$ cat config.mk
export PLATFORM = sky130hd
export DESIGN_NAME = vtdh_ctrl
export DESIGN_NICKNAME = d
export VERILOG_FILES = /design/src/hw/rtl/vtdh_pkg.sv /design/src/hw/rtl/vtdh_ctrl.sv
export SDC_FILE = /design/constraint.sdc
export NUM_CORES = 1
export LEC_CHECK = 0
export BUFFER_PORTS_ARGS = -buffer_cell sky130_fd_sc_hd__clkbuf_2
export CAP_MARGIN = 25
export CORE_AREA = 2 2 132 134
export DETAILED_ROUTE_END_ITERATION = 7
export DIE_AREA = 0 0 134 136
export PLACE_DENSITY_LB_ADDON = 0.12
export SLEW_MARGIN = 20
export SYNTH_ARGS = -nofsm -noshare
export SYNTH_HDL_FRONTEND = slang
export SYNTH_SLANG_ARGS = --single-unit
export TNS_END_PERCENT = 30
$ cat constraint.sdc
create_clock -name clk -period 7.6 [get_ports clk]
set_clock_uncertainty 0.15 [all_clocks]
set_input_delay 0.76 -clock clk [delete_from_list [all_inputs] [get_ports clk]]
set_output_delay 0.76 -clock clk [all_outputs]
set_load 0.01 [all_outputs]
$ cat src/hw/rtl/vtdh_pkg.sv
// Shared types, constants and helpers for the vertex triple dedup hash block.
package vtdh_pkg;

  localparam int INDEX_BITS    = 20;
  localparam int REF_BITS      = 21;
  localparam int HASH_BITS     = 12;
  localparam int TABLE_DEPTH   = 1 << HASH_BITS;
  localparam int ELEM_BITS     = 13;
  localparam int OUT_ELEM_BITS = 12;
  localparam int CFG_IDX_BITS  = 2;

  // Multipliers of the bucket hash
  localparam logic [31:0] PRIME_P = 32'd492876863;
  localparam logic [31:0] PRIME_T = 32'd633910099;
  localparam logic [31:0] PRIME_N = 32'd805306457;

  typedef logic [INDEX_BITS-1:0] slot_t;
  typedef logic [HASH_BITS-1:0]  bucket_t;

  // Configuration register indexes
  typedef enum logic [CFG_IDX_BITS-1:0] {
    CFG_POSITION_COUNT = 2'd0,
    CFG_TEXCOORD_COUNT = 2'd1,
    CFG_NORMAL_TOTAL   = 2'd2
  } cfg_reg_t;

  // Sequencer states
  typedef enum logic [2:0] {
    ST_CLEAR,
    ST_IDLE,
    ST_HASH,
    ST_PROBE,
    ST_CMP,
    ST_DONE
  } state_t;

  // Operand select of the shared multiplier
  typedef enum logic [1:0] {
    LANE_P = 2'd0,
    LANE_T = 2'd1,
    LANE_N = 2'd2
  } lane_t;

  typedef struct packed {
    slot_t pos;
    slot_t tex;
    slot_t nrm;
  } key_t;

  typedef struct packed {
    logic                     valid;
    key_t                     key;
    bucket_t                  home;
    logic [OUT_ELEM_BITS-1:0] element;
  } entry_t;

  typedef struct packed {
    logic  clear;
    logic  step;
    lane_t lane;
  } hash_ctl_t;

  typedef struct packed {
    logic    rd;
    logic    wr;
    bucket_t addr;
    entry_t  wdata;
  } tbl_req_t;

  typedef struct packed {
    logic [OUT_ELEM_BITS-1:0] vertex_index;
    logic                     is_new;
    slot_t                    position_slot;
    slot_t                    texcoord_slot;
    slot_t                    normal_slot;
    logic                     table_full;
  } result_t;

  // 1-based reference to 0-based slot; negative counts back from the end
  function automatic slot_t resolve(input logic [REF_BITS-1:0] r,
                                    input slot_t count);
    slot_t v;
    if (r == '0) begin
      v = '0;
    end else if (r[REF_BITS-1]) begin
      v = count + r[INDEX_BITS-1:0];
    end else begin
      v = r[INDEX_BITS-1:0] - 1'b1;
    end
    return v;
  endfunction

endpackage

$ cat src/hw/rtl/vtdh_ctrl.sv
// Sequencer: clearing sweep, hash steps, linear probing and result register.
module vtdh_ctrl (
  input  logic                clk,
  input  logic                rst,
  input  logic                in_valid,
  output logic                in_ready,
  input  vtdh_pkg::key_t      key,
  input  vtdh_pkg::bucket_t   home,
  input  vtdh_pkg::entry_t    rdata,
  output vtdh_pkg::hash_ctl_t hash_ctl,
  output vtdh_pkg::tbl_req_t  tbl_req,
  output logic                out_valid,
  input  logic                out_ready,
  output vtdh_pkg::result_t   out_data
);
  import vtdh_pkg::*;

  state_t                state;
  state_t                state_next;
  lane_t                 lane;
  bucket_t               probe_cnt;
  logic [ELEM_BITS-1:0]  next_element;
  result_t               hold;

  bucket_t               probe_addr;
  logic                  match;
  logic                  insert;
  logic                  full;
  logic                  probe_end;
  logic                  out_load;

  // probe compare
  assign probe_addr = home + probe_cnt;
  assign match      = rdata.valid && (rdata.home == home) && (rdata.key == key);
  assign insert     = !rdata.valid;
  assign full       = rdata.valid && !match && (probe_cnt == '1);
  assign probe_end  = insert || match || full;
  assign out_load   = (state == ST_DONE) && (!out_valid || out_ready);

  // next state
  always_comb begin
    state_next = state;
    case (state)
      ST_CLEAR: if (probe_cnt == '1) state_next = ST_IDLE;
      ST_IDLE:  if (in_valid) state_next = ST_HASH;
      ST_HASH:  if (lane == LANE_N) state_next = ST_PROBE;
      ST_PROBE: state_next = ST_CMP;
      ST_CMP:   state_next = probe_end ? ST_DONE : ST_PROBE;
      ST_DONE:  if (out_load) state_next = ST_IDLE;
      default:  state_next = ST_CLEAR;
    endcase
  end

  // outputs to hash unit and table
  always_comb begin
    in_ready       = 1'b0;
    hash_ctl.clear = 1'b0;
    hash_ctl.step  = 1'b0;
    hash_ctl.lane  = lane;
    tbl_req.rd     = 1'b0;
    tbl_req.wr     = 1'b0;
    tbl_req.addr   = probe_addr;
    tbl_req.wdata  = '0;
    case (state)
      ST_CLEAR: begin
        tbl_req.wr   = 1'b1;
        tbl_req.addr = probe_cnt;
      end
      ST_IDLE: begin
        in_ready       = 1'b1;
        hash_ctl.clear = in_valid;
      end
      ST_HASH: begin
        hash_ctl.step = 1'b1;
      end
      ST_PROBE: begin
        tbl_req.rd = 1'b1;
      end
      ST_CMP: begin
        tbl_req.wr            = insert;
        tbl_req.wdata.valid   = 1'b1;
        tbl_req.wdata.key     = key;
        tbl_req.wdata.home    = home;
        tbl_req.wdata.element = next_element[OUT_ELEM_BITS-1:0];
      end
      default: begin
      end
    endcase
  end

  // control registers
  always_ff @(posedge clk) begin
    if (rst) begin
      state        <= ST_CLEAR;
      lane         <= LANE_P;
      probe_cnt    <= '0;
      next_element <= '0;
      out_valid    <= 1'b0;
    end else begin
      state <= state_next;
      case (state)
        ST_CLEAR: probe_cnt <= probe_cnt + 1'b1;
        ST_IDLE:  lane <= LANE_P;
        ST_HASH: begin
          lane      <= lane_t'(lane + 2'd1);
          probe_cnt <= '0;
        end
        ST_CMP: begin
          if (insert) begin
            next_element <= next_element + 1'b1;
          end
          if (!probe_end) begin
            probe_cnt <= probe_cnt + 1'b1;
          end
        end
        default: begin
        end
      endcase
      if (out_load) begin
        out_valid <= 1'b1;
      end else if (out_ready) begin
        out_valid <= 1'b0;
      end
    end
  end

  // result words
  always_ff @(posedge clk) begin
    if (state == ST_CMP && probe_end) begin
      hold.vertex_index  <= insert ? next_element[OUT_ELEM_BITS-1:0] :
                            (match ? rdata.element : '0);
      hold.is_new        <= insert;
      hold.position_slot <= key.pos;
      hold.texcoord_slot <= key.tex;
      hold.normal_slot   <= key.nrm;
      hold.table_full    <= full;
    end
    if (out_load) begin
      out_data <= hold;
    end
  end
endmodule
==> metrics.csv <==
stage;metric;value;unit
placement;count of port buffers added during placement;339;
synth;Synth Net Count;839;
placement;Final GP Congestion;0.9248;
layout;Fillers;1411;
global_route;GRT Resource Usage Total;25.08;%
routing;Post-Route WL;23440;um
worst_setup_path;sort of element at the end of the critical path;flip-flop;
worst_setup_path;element type at the critical path start;input port;
sta;maximum operating frequency;234.1;MHz
worst_setup_path;category of cells accounting for the largest share of critical-path delay;simple AND/OR/NAND/NOR gates;
job;max-capacitance violation count;0;
routing;iteration-0 DRC count of the detailed router;359;
clock_tree;cells resized by post-CTS repair;0;
synth;share of flip-flops with an asynchronous set or reset after synthesis;0;%
global_route;largest net degree at the start of global routing;75;
synth;number of synthesized register bits;178;
routing;DRC violations left;0;
worst_setup_path;worst flop-to-flop path startpoint;state[0];
routing;total number of vias;6446;
worst_setup_path;reg-to-reg slack, setup;4.28;ns
clock_tree;post-CTS setup buffer count;0;
worst_setup_path;r2r worst-path depth;6;
placement;half-perimeter wire length of the detailed placement result;17780;um
sta;final-report hold violation count;0;
synth;commonest cells in the netlist;148 x sky130_fd_sc_hd__edfxtp_1, 73 x sky130_fd_sc_hd__and3_1, 54 x sky130_fd_sc_hd__nor2_1;
synth;most frequent cell after synthesis;sky130_fd_sc_hd__edfxtp_1;
die;area of the placeable core;16880;um2
die;Core Rows;48;
sta;total count of max-transition violations in the final report;0;
sta;final worst-path cycle share;56.21;%
sta;# setup viols final;0;
routing;drt wl/cell;18.99;um
layout;sequential cell area;5046;um2
layout;nets@finish;1172;
layout;fraction of layout instances using a drive strength above 1;37.86;%
synth;top post-synthesis cells by area;sky130_fd_sc_hd__edfxtp_1 55%, sky130_fd_sc_hd__dfxtp_1 7.5%, sky130_fd_sc_hd__and3_1 5.7%;
synth;total number of yosys warnings;0;
clock_tree;Clk pin slew, worst setup/hold paths;0.07;ns
global_route;vias in the first global route;5745;
worst_setup_path;worst path cell trace;clkbuf_2 > xor2_1 > nor4_1 > nand4_1 > nor4_1 > and4_1 > or3_1 > nand2_1 > clkinv_2 > buf_4;
power;Pwr per Cell Area;203.1;nW/um2
worst_hold_path;hold crit path type;flip-flop to flip-flop;
sta;Min Hold Slack;0.2644;ns
routing;count of antenna-violating nets left after detailed routing;0;
worst_setup_path;slowest cell delay on critical path;0.66;ns
run_status;run status;complete, no violations;
clock_tree;number of buffers added to fix hold violations after cts;0;
worst_setup_path;critical setup path kind;input port to flip-flop;
synth;cell type contributing the most total cell area after synthesis;sky130_fd_sc_hd__edfxtp_1;
sta;actual transition at the worst max-transition pin;0.8364;ns
power;maximum VDD drop;0.1721;mV
sta;unrepaired setup endpoints after global routing;no;
worst_setup_path;top fanout value on the critical path;41;
worst_setup_path;arrival time at the worst endpoint;4.19;ns
global_route;initial antenna violation count;0;
clock_tree;root buffer cell;sky130_fd_sc_hd__clkbuf_16;
routing;routed vias/inst;5.224;
synth;per-instance average area after synthesis;12.11;um2
worst_setup_path;library cell appearing most often on the critical path;sky130_fd_sc_hd__nor4_1;
die;I/O pins;340;
layout;area of combinational cells with multiple inputs;2733;um2
layout;diode count;0;
clock_tree;TritonCTS Buffers;17;
die;Die Height;136;um
worst_hold_path;hold path cells;0;
layout;signed area change from the synthesized netlist to the final layout;32.00;%
die;area of the die;18220;um2
synth;Gate Count Post-Synth;663;
power;total design power;0.002153;W
synth;main flop type after synthesis;sky130_fd_sc_hd__edfxtp_1;
synth;number of distinct library cells after synthesis;50;
global_route;global-route congestion overflow total;0;
power;Lkg Pwr;4.733;nW
sta;total negative slack;0;ns
clock_tree;clock tree from TritonCTS;built;
worst_setup_path;Max stage delay cell, worst path;sky130_fd_sc_hd__nor4_1;
synth;sequential area share after synthesis;62.81;%
clock_tree;CTS H-tree depth;4;
worst_hold_path;launch point of the worst hold path;hold[66];
worst_setup_path;buffers and inverters on the worst path;3;
global_route;global-route wire length before repair;33440;um
sta;relative slew slack;44.11;%
clock_tree;maximum buffer depth of the clock tree;2;
worst_setup_path;RR Endpoint;hold[50];
routing;number of iterations in the first detailed-routing pass;5;
worst_setup_path;Worst EP required;7.51;ns
clock_tree;clk sinks;178;
clock_tree;latest clock arrival within the worst-skew pair;0.43;ns
die;die outline width;134;um
worst_hold_path;Endpoint, Worst Hold;out_data[66];
sta;final critical delay including setup and external delays;4.272;ns
synth;Cell Area, Synth;8031;um2
die;starting density of the core;47.59;%
synth;count of flip-flops with a built-in enable after synthesis;148;
synth;area share of the largest cell type after synthesis;55.34;%
## per-stage QoR
| step | setup WS [ns] | cells | utilization, % | instance area, um2 |
|---|---|---|---|---|
| 2_1_floorplan | 3.506 | 663 | - | 8031 |
| 3_3_place_gp | 2.809 | 1201 | 58.78 | 9920 |
| 3_5_place_dp | 2.810 | 1201 | 58.78 | 9920 |
| 4_1_cts | 3.267 | 1233 | 62.66 | 10570 |
| 5_1_grt | 3.170 | 1234 | 62.82 | 10600 |
| 6_report | 3.328 | 1234 | 62.82 | 10600 |
## worst register-to-register path: cells and delay by family, from the launching register on
kind                   cells  cell delay (ns)
flip-flops                 1             0.79
AND/OR/NAND/NOR            3             0.86
buffers and inverters      3             1.20
## cells in the final DEF (no fill, tap or decap), types with 4 or more instances in the layout
cell type,count
sky130_fd_sc_hd__clkbuf_2,339
sky130_fd_sc_hd__edfxtp_1,148
sky130_fd_sc_hd__and3_1,72
sky130_fd_sc_hd__nor2_1,53
sky130_fd_sc_hd__xor2_1,40
sky130_fd_sc_hd__xnor2_1,37
sky130_fd_sc_hd__inv_1,33
sky130_fd_sc_hd__nand2_1,33
sky130_fd_sc_hd__dfxtp_1,29
sky130_fd_sc_hd__o21ai_0,23
sky130_fd_sc_hd__a21oi_1,23
sky130_fd_sc_hd__clkbuf_16,17
sky130_fd_sc_hd__ha_1,14
sky130_fd_sc_hd__nand4_1,11
sky130_fd_sc_hd__nor4_1,10
sky130_fd_sc_hd__or4_1,9
sky130_fd_sc_hd__nor3_1,9
sky130_fd_sc_hd__nand3_1,9
sky130_fd_sc_hd__nor2b_1,8
sky130_fd_sc_hd__or3_1,8
sky130_fd_sc_hd__nand2b_1,5
sky130_fd_sc_hd__o22ai_1,5
sky130_fd_sc_hd__a211oi_1,5
sky130_fd_sc_hd__o31ai_1,5
sky130_fd_sc_hd__bufinv_16,5
sky130_fd_sc_hd__o211ai_1,4
sky130_fd_sc_hd__mux2i_1,4
sky130_fd_sc_hd__inv_6,4
sky130_fd_sc_hd__buf_4,4
## power by group
| group | leakage [nW] | internal, W | switching (W) |
|---|---|---|---|
| Clock | 0.315 | 0.000591 | 0.000376 |
| Sequential | 1.57 | 0.00105 | 0.00000338 |
| Combinational | 2.85 | 0.0000628 | 0.0000723 |
## cell families after synthesis
logic type / count (synthesis) / share of synthesized area, %
fa+ha+maj: 15 / 2.430
xor+xnor: 77 / 8.397
buf+inv: 65 / 3.318
flops: 178 / 62.81
simple gates: 239 / 15.86
mux: 4 / 0.4985
compound gates: 85 / 6.684
## final cells by class
class                   count  area share (%)
multi-input cells         420           25.78
flip-flops and latches    178           47.60
clock inverters            13           2.089
well taps                 225           2.655
repair buffers            344           16.55
clock buffers              19           4.084
inverters                  35           1.251
## worst max-delay path by stage
stage / start / to / slack (ns) / cells past startpoint
after floorplan: rdata[21] / hold[0] / 3.51 / 9
after global placement: rdata[29] / hold[65] / 2.81 / 10
after detailed placement: key[5] / hold[65] / 2.81 / 10
after CTS: key[5] / hold[69] / 3.27 / 10
after global routing: key[5] / hold[10] / 3.17 / 10
final: key[5] / hold[50] / 3.33 / 10
## flip-flops by register name, indices dropped and copies added, names as in the netlist
name          flops
hold             74
lane              2
next_element     12
out_data         74
out_valid         1
probe_cnt        12
state             3
## layer usage
| metal | share of wire [%] | up-vias | track usage [%] |
|---|---|---|---|
| met2 | 49 | 243 | 41.57 |
| li1 | - | 3103 | - |
| met5 | 0 | - | 0 |
| met4 | 3.7 | 0 | 11.76 |
| met3 | 6.1 | 48 | 5.220 |
| met1 | 41 | 3052 | 31.73 |
Note: power is estimated with default switching activity, not from simulation.
