[src/hw/rtl/vtdh_pkg.sv]
// Shared types, constants and helpers for the vertex triple dedup hash block.
package vtdh_pkg;

  localparam int INDEX_BITS    = 20;
  localparam int REF_BITS      = 21;
  localparam int HASH_BITS     = 12;
  localparam int TABLE_DEPTH   = 1 << HASH_BITS;
  localparam int ELEM_BITS     = 13;
  localparam int OUT_ELEM_BITS = 12;
  localparam int CFG_IDX_BITS  = 2;

  // Multipliers of the bucket hash
  localparam logic [31:0] PRIME_P = 32'd492876863;
  localparam logic [31:0] PRIME_T = 32'd633910099;
  localparam logic [31:0] PRIME_N = 32'd805306457;

  typedef logic [INDEX_BITS-1:0] slot_t;
  typedef logic [HASH_BITS-1:0]  bucket_t;

  // Configuration register indexes
  typedef enum logic [CFG_IDX_BITS-1:0] {
    CFG_POSITION_COUNT = 2'd0,
    CFG_TEXCOORD_COUNT = 2'd1,
    CFG_NORMAL_TOTAL   = 2'd2
  } cfg_reg_t;

  // Sequencer states
  typedef enum logic [2:0] {
    ST_CLEAR,
    ST_IDLE,
    ST_HASH,
    ST_PROBE,
    ST_CMP,
    ST_DONE
  } state_t;

  // Operand select of the shared multiplier
  typedef enum logic [1:0] {
    LANE_P = 2'd0,
    LANE_T = 2'd1,
    LANE_N = 2'd2
  } lane_t;

  typedef struct packed {
    slot_t pos;
    slot_t tex;
    slot_t nrm;
  } key_t;

  typedef struct packed {
    logic                     valid;
    key_t                     key;
    bucket_t                  home;
    logic [OUT_ELEM_BITS-1:0] element;
  } entry_t;

  typedef struct packed {
    logic  clear;
    logic  step;
    lane_t lane;
  } hash_ctl_t;

  typedef struct packed {
    logic    rd;
    logic    wr;
    bucket_t addr;
    entry_t  wdata;
  } tbl_req_t;

  typedef struct packed {
    logic [OUT_ELEM_BITS-1:0] vertex_index;
    logic                     is_new;
    slot_t                    position_slot;
    slot_t                    texcoord_slot;
    slot_t                    normal_slot;
    logic                     table_full;
  } result_t;

  // 1-based reference to 0-based slot; negative counts back from the end
  function automatic slot_t resolve(input logic [REF_BITS-1:0] r,
                                    input slot_t count);
    slot_t v;
    if (r == '0) begin
      v = '0;
    end else if (r[REF_BITS-1]) begin
      v = count + r[INDEX_BITS-1:0];
    end else begin
      v = r[INDEX_BITS-1:0] - 1'b1;
    end
    return v;
  endfunction

endpackage

[src/hw/rtl/vtdh_hash.sv]
// Shared multiplier that folds the three slots into the home bucket, one per cycle.
module vtdh_hash (
  input  logic                clk,
  input  vtdh_pkg::hash_ctl_t ctl,
  input  vtdh_pkg::key_t      key,
  output vtdh_pkg::bucket_t   home
);
  import vtdh_pkg::*;

  slot_t       operand;
  logic [31:0] prime;
  logic [31:0] product;
  bucket_t     acc;

  // operand select
  always_comb begin
    case (ctl.lane)
      LANE_P: begin
        operand = key.pos;
        prime   = PRIME_P;
      end
      LANE_T: begin
        operand = key.tex;
        prime   = PRIME_T;
      end
      LANE_N: begin
        operand = key.nrm;
        prime   = PRIME_N;
      end
      default: begin
        operand = '0;
        prime   = '0;
      end
    endcase
  end

  // 32-bit wrapping product; only the low bucket bits survive the mask
  assign product = 32'(operand) * prime;

  // xor accumulator
  always_ff @(posedge clk) begin
    if (ctl.clear) begin
      acc <= '0;
    end else if (ctl.step) begin
      acc <= acc ^ product[HASH_BITS-1:0];
    end
  end

  assign home = acc;
endmodule

[config.mk]
export PLATFORM = sky130hd
export DESIGN_NAME = vtdh_hash
export DESIGN_NICKNAME = d
export VERILOG_FILES = /design/src/hw/rtl/vtdh_pkg.sv /design/src/hw/rtl/vtdh_hash.sv
export SDC_FILE = /design/constraint.sdc
export NUM_CORES = 1
export LEC_CHECK = 0
export ABC_AREA = 1
export BUFFER_PORTS_ARGS = -buffer_cell sky130_fd_sc_hd__clkbuf_2
export CAP_MARGIN = 20
export CORE_MARGIN = 4
export CORE_UTILIZATION = 51
export CTS_BUF_LIST = sky130_fd_sc_hd__clkbuf_8
export CTS_CLUSTER_DIAMETER = 30
export DETAILED_ROUTE_END_ITERATION = 10
export PLACE_DENSITY_LB_ADDON = 0.15
export SLEW_MARGIN = 20
export SYNTH_ARGS = -nofsm -noshare
export SYNTH_HDL_FRONTEND = slang
export SYNTH_SLANG_ARGS = --single-unit
[constraint.sdc]
create_clock -name clk -period 5.1 [get_ports clk]
set_clock_uncertainty 0.05 [all_clocks]
set_input_delay 0 -clock clk [delete_from_list [all_inputs] [get_ports clk]]
set_output_delay 0 -clock clk [all_outputs]
set_load 0.01 [all_outputs]
==> impl_metrics.env, run 1 <==
export IMPL_synth_top_area_frac=0.236
export IMPL_synth_main_ff_cell="dfxtp_1"
export IMPL_synthSimpleGateAreaFrac=0.271
export IMPL_grt_use_total=0.196
export IMPL_portBuffers=52
export IMPL_syn_avg_cell_area_sq_um=7.10
export IMPL_yosysSeqAreaShare=0.0808
export IMPL_drt_total_wl_um=6420
export IMPL_drive_above_1_share=0.238
export IMPL_synth_edff_count=0
export IMPL_synth_top_family_by_area="adder cells"
export IMPL_clk_pin_slew_ns=0.05
export IMPL_leakagePower_uw=0.00212
export IMPL_synth_mux_area_frac=0
export IMPL_grt_max_degree=14
export IMPL_routabilityCongestion=0.858
export IMPL_synth_area_top_cells="fa_1 24%, ha_1 16%, inv_1 14%"
export IMPL_max_freq_mhz=210
export IMPL_synth_seq_cells=12
export IMPL_final_max_slew_viol_count=0
export IMPL_min_period_over_period=0.932
export IMPL_fp_coreArea_sq_mm=0.00557
export IMPL_diodes=0
export IMPL_largest_register_ffs=12
export IMPL_vdd_drop_max_uv=255
export IMPL_die_w_um=84.4
export IMPL_synth_fa_ha_area_frac=0.395
export IMPL_n_fill_cell=505
export IMPL_numClockSinks=12
export IMPL_synth_compound_area_share=0.0543
export IMPL_synth_most_common_cell="inv_1"
export IMPL_setup_viol=0
export IMPL_synthToLayoutAreaGrowth_pct=19.6
export IMPL_layout_min_cycle_time_ns=4.76
export IMPL_total_power_uw=875
export IMPL_holdWs_ns=0.195
export IMPL_dr_first_iter_drc_count=146
export IMPL_hold_viol=0
export IMPL_rsz0062_at_grt="false"
export IMPL_drc_errors=0
export IMPL_maxCapViolations=0
export IMPL_dieHeight_um=84.4
export IMPL_required_ns=5.17
export IMPL_clockBufferDepth=2
export IMPL_p_per_area_mw_per_mm2=246
export IMPL_overflow=0
export IMPL_place_ws_ns=-0.0345
export IMPL_dpl_hpwl_um=5870
export IMPL_cts_htree_levels=1
export IMPL_synthXorXnorAreaFrac=0.0320
export IMPL_maxSlewHeadroom=0.761
export IMPL_netlist_area_sq_mm=0.00297
export IMPL_viasPerCell=4.74
export IMPL_min_path_type="in2reg"
export IMPL_ys_types=30
export IMPL_num_rows=27
export IMPL_setup_ws_ns=0.344
export IMPL_synth_cells=419
export IMPL_root_buffer="clkbuf_8"
export IMPL_critPathSlowestCell="fa_1"
export IMPL_netlist_top_cells_count="108 x inv_1, 95 x nand2_1, 38 x ha_1"
export IMPL_cp_arrival_ns=4.83
export IMPL_dr_pass1_iters=4
export IMPL_finalNetCount=635
export IMPL_end_kind="flip-flop"
export IMPL_worstMarginPinSlew_ns=0.358
export IMPL_synth_nets=557
export IMPL_ios=77
export IMPL_initial_core_util=0.534
export IMPL_cp_start_kind="input pin"
export IMPL_cts_tree="yes"
export IMPL_die_area_sq_mm=0.00712
export IMPL_first_global_vias=2783
export IMPL_critPathMaxFanout=9
export IMPL_critical_path_max_stage_delay_ns=0.55
export IMPL_grt_pass1_wl_um=11800
export IMPL_synth_top_cell_by_area="fa_1"
export IMPL_antenna_found_initial=0
export IMPL_yosys_warnings=0
export IMPL_status="complete, no violations"
export IMPL_insertion_delay_ns=0.23
export IMPL_fin_tns_setup_ns=0
export IMPL_async_flop_share=0
export IMPL_dr_total_vias=2688
export IMPL_wl_per_cell_um=11.3
export IMPL_criticalPathCategory="in2reg"
export IMPL_numCtsBuffers=3
export IMPL_ant_nets=0
power breakdown:
part	internal (uW)	switching (uW)
Combinational	280	374
Sequential	122	15.6
Clock	51.7	30.7
Total	455	421
cells in the final DEF, fill, tap and decap left out, types with 2 or more instances in the layout:
master	Yosys	routed
nand4_1	2	2
nand3_4	2	2
inv_1	108	108
clkinv_1	2	2
xor2_2	1	2
a21oi_1	16	16
nand2_2	8	9
dfxtp_1	12	12
clkbuf_8	0	3
nand2_1	95	94
o21ai_0	12	11
nor3_1	2	2
xor2_1	3	2
nor2_4	2	2
ha_2	0	2
nand3b_1	2	2
fa_1	35	35
xnor2_1	6	6
nor2_2	1	3
inv_2	4	4
nand3_2	6	6
clkbuf_2	0	52
ha_1	38	36
buf_4	0	27
nand3_1	21	21
nor2_1	27	25
nand2_4	2	2
logic make-up after synthesis:
logic type | Yosys count
flip-flops | 12
adder cells (fa/ha/maj) | 73
buffers and inverters | 122
AO/OA/AOI/OAI | 31
XOR/XNOR | 10
AND/OR/NAND/NOR | 171
metrics by stage:
stage | util | instances | area (sq um)
after floorplan | - | 419 | 2970
after global placement | 0.622 | 563 | 3470
after detailed placement | 0.622 | 563 | 3470
after CTS | 0.631 | 567 | 3520
after global routing | 0.638 | 567 | 3560
final | 0.638 | 567 | 3560
timing repair:
| action | CTS | global route |
|---|---|---|
| hold buffers | 1 | 0 |
| setup buffers | 0 | 0 |
| endpoints found under the setup margin | 0 | 2 |
| endpoints found under the hold margin | 1 | 0 |
| gates resized for setup | 0 | 11 |
layer usage:
layer / wire (um) / vias to the layer above / global-route usage
met5: 0 / - / 0
met4: 84 / 0 / 0.0259
met3: 355 / 8 / 0.0343
met2: 2820 / 65 / 0.327
met1: 3160 / 1215 / 0.273
li1: - / 1400 / -
layout make-up:
class	count	area [sq um]	area share
clock buffer	3	41.3	0.0116
inverter	114	428	0.120
multi-input combinational	285	2270	0.639
sequential	12	240	0.0676
tap	72	90.1	0.0253
timing repair buffer	81	484	0.136
worst paths after layout:
path	startpoint	endpoint	slack, ns	cells after the start
worst min-delay path	ctl[2]	home[3]$_SDFFE_PP0P_	0.19	3
worst max-delay path	ctl[0]	home[10]$_SDFFE_PP0P_	0.34	28
worst max register to register	home[0]$_SDFFE_PP0P_	home[0]$_SDFFE_PP0P_	4.33	3
worst min register to register	home[8]$_SDFFE_PP0P_	home[8]$_SDFFE_PP0P_	0.40	1
worst max-delay path: cells and delay by family:
| kind | cells | cell delay, ns |
|---|---|---|
| compound gates | 5 | 0.61 |
| simple gates | 8 | 0.68 |
| buf+inv | 8 | 0.78 |
| fa+ha+maj | 7 | 2.74 |
(Power assumes the default switching activity.)
==> run 2, diff against run 1 <==
Settings changed: PLACE_DENSITY from default to 0.8, PLACE_DENSITY_LB_ADDON 0.15 to default.
==> impl_metrics.env, run 2 (synthesized netlist as in run 1, its figures left out) <==
export IMPL_final_max_slew_viol_count=0
export IMPL_routabilityCongestion=0.841
export IMPL_dr_pass1_iters=5
export IMPL_antenna_found_initial=0
export IMPL_max_freq_mhz=206
export IMPL_ios=77
export IMPL_required_ns=5.23
export IMPL_internal_power_uw=456
export IMPL_end_kind="flip-flop"
export IMPL_viasPerCell=4.95
export IMPL_maxSlewHeadroom=0.757
export IMPL_combPwrFrac=0.747
export IMPL_numClockSinks=12
export IMPL_overflow=0
export IMPL_num_rows=27
export IMPL_leakagePower_uw=0.00210
export IMPL_dr_first_iter_drc_count=149
export IMPL_min_from="ctl[2]"
export IMPL_die_area_sq_mm=0.00712
export IMPL_total_power_uw=881
export IMPL_cts_tree="yes"
export IMPL_fp_coreArea_sq_mm=0.00557
export IMPL_grt_use_total=0.193
export IMPL_largest_register_ffs=12
export IMPL_critPathSlowestCell="fa_1"
export IMPL_numCtsBuffers=3
export IMPL_min_period_over_period=0.953
export IMPL_setup_ws_ns=0.242
export IMPL_insertion_delay_ns=0.24
export IMPL_critical_path_max_stage_delay_ns=0.57
export IMPL_min_path_type="in2reg"
export IMPL_dieHeight_um=84.4
export IMPL_layout_cells_most_common_list="108 x inv_1, 94 x nand2_1, 52 x clkbuf_2"
export IMPL_portBuffers=52
export IMPL_r2r_start="home[0]$_SDFFE_PP0P_"
export IMPL_cp_arrival_ns=4.99
export IMPL_dpl_instance_area_sq_mm=0.00344
export IMPL_dpl_hpwl_um=5790
export IMPL_drive_above_1_share=0.229
export IMPL_root_buffer="clkbuf_8"
export IMPL_setup_viol=0
export IMPL_diodes=0
export IMPL_status="complete, no violations"
export IMPL_cts_htree_levels=1
export IMPL_die_w_um=84.4
export IMPL_grt_max_degree=14
export IMPL_dr_total_vias=2775
export IMPL_ant_nets=0
export IMPL_criticalPathCategory="in2reg"
export IMPL_synthToLayoutAreaGrowth_pct=18.6
export IMPL_p_switching_uw=425
export IMPL_hold_viol=0
export IMPL_vdd_drop_max_uv=292
export IMPL_finalNetCount=629
export IMPL_worstSetupStartpoint="ctl[1]"
export IMPL_clockBufferDepth=2
export IMPL_maxCapViolations=0
export IMPL_seqPwrFrac=0.157
export IMPL_placed_cells=556
export IMPL_initial_core_util=0.534
export IMPL_worstMarginPinSlew_ns=0.365
export IMPL_rsz0062_at_grt="true"
export IMPL_finalInstanceArea_sq_mm=0.00353
export IMPL_cp_start_kind="input pin"
export IMPL_critPathMaxFanout=10
export IMPL_p_per_area_mw_per_mm2=250
export IMPL_final_cells=561
export IMPL_layout_min_cycle_time_ns=4.86
export IMPL_wl_per_cell_um=11.8
export IMPL_drc_errors=0
export IMPL_switching_share=0.482
export IMPL_crit_top_cell="inv_1"
export IMPL_place_ws_ns=-0.0895
export IMPL_drt_total_wl_um=6610
export IMPL_mostFrequentLayoutCell="inv_1"
export IMPL_clk_pin_slew_ns=0.05
export IMPL_grt_pass1_wl_um=11600
export IMPL_first_global_vias=2788
export IMPL_power_frac_clock=0.096
[run 2: cell types whose count changed in the layout (fill, tap and decap cells not counted), sizes merged]
cell / delta
buf: -6
[run 2: path summary, 6_finish.rpt]
check,end,slack (ns),depth (start not counted)
max,home[11]$_SDFFE_PP0P_,0.24,29
min,home[1]$_SDFFE_PP0P_,0.18,4
max reg2reg,home[0]$_SDFFE_PP0P_,4.23,3
min reg2reg,home[8]$_SDFFE_PP0P_,0.40,1
[run 2: stage by stage]
stage               TNS [ns]  hold slack, ns  utilization
floorplan                  0          0.0261            -
global placement           0           0.130        0.617
detailed placement    -0.133           0.135        0.617
CTS                        0           0.171        0.626
global route         -0.0396           0.221        0.633
finish                     0           0.177        0.633
[run 2: layer usage]
layer  share of wire  track usage  vias to the layer above
met1            0.43        0.242                     1268
li1                -            -                     1393
met3           0.080       0.0451                       16
met5               0            0                        -
met4           0.014       0.0331                        0
met2            0.48        0.343                       98
[run 2: critical path: cells and delay by family]
family	cells	cell delay, ns
and+or+nand+nor	8	0.65
buffers and inverters	11	0.91
adders and majority gates	7	2.93
AOI/OAI and AO/OA	2	0.31
xor gates and xnor gates	1	0.19
[run 2: repair_timing]
item / in CTS / in global routing
hold endpoints to repair: 1 / 0
hold buffers: 1 / 0
setup endpoints to repair: 0 / 2
buffers inserted: 0 / 1
gates resized for setup: 0 / 9
[run 2: power groups by stage]
stage               logic [uW]  clock network (uW)  registers (uW)
floorplan                  431                   0             153
CTS                        647                86.1             138
detailed placement         639                   0             140
global route               770                92.1             143
finish                     659                84.6             138
global placement           620                   0             138
[run 2: cell type report]
cell class | count | area [sq um]
clock buffers | 3 | 41.3
fillers | 494 | 2050
inverters | 114 | 428
multi-input cells | 285 | 2270
flip-flops and latches | 12 | 240
well taps | 72 | 90.1
repair buffers | 75 | 460
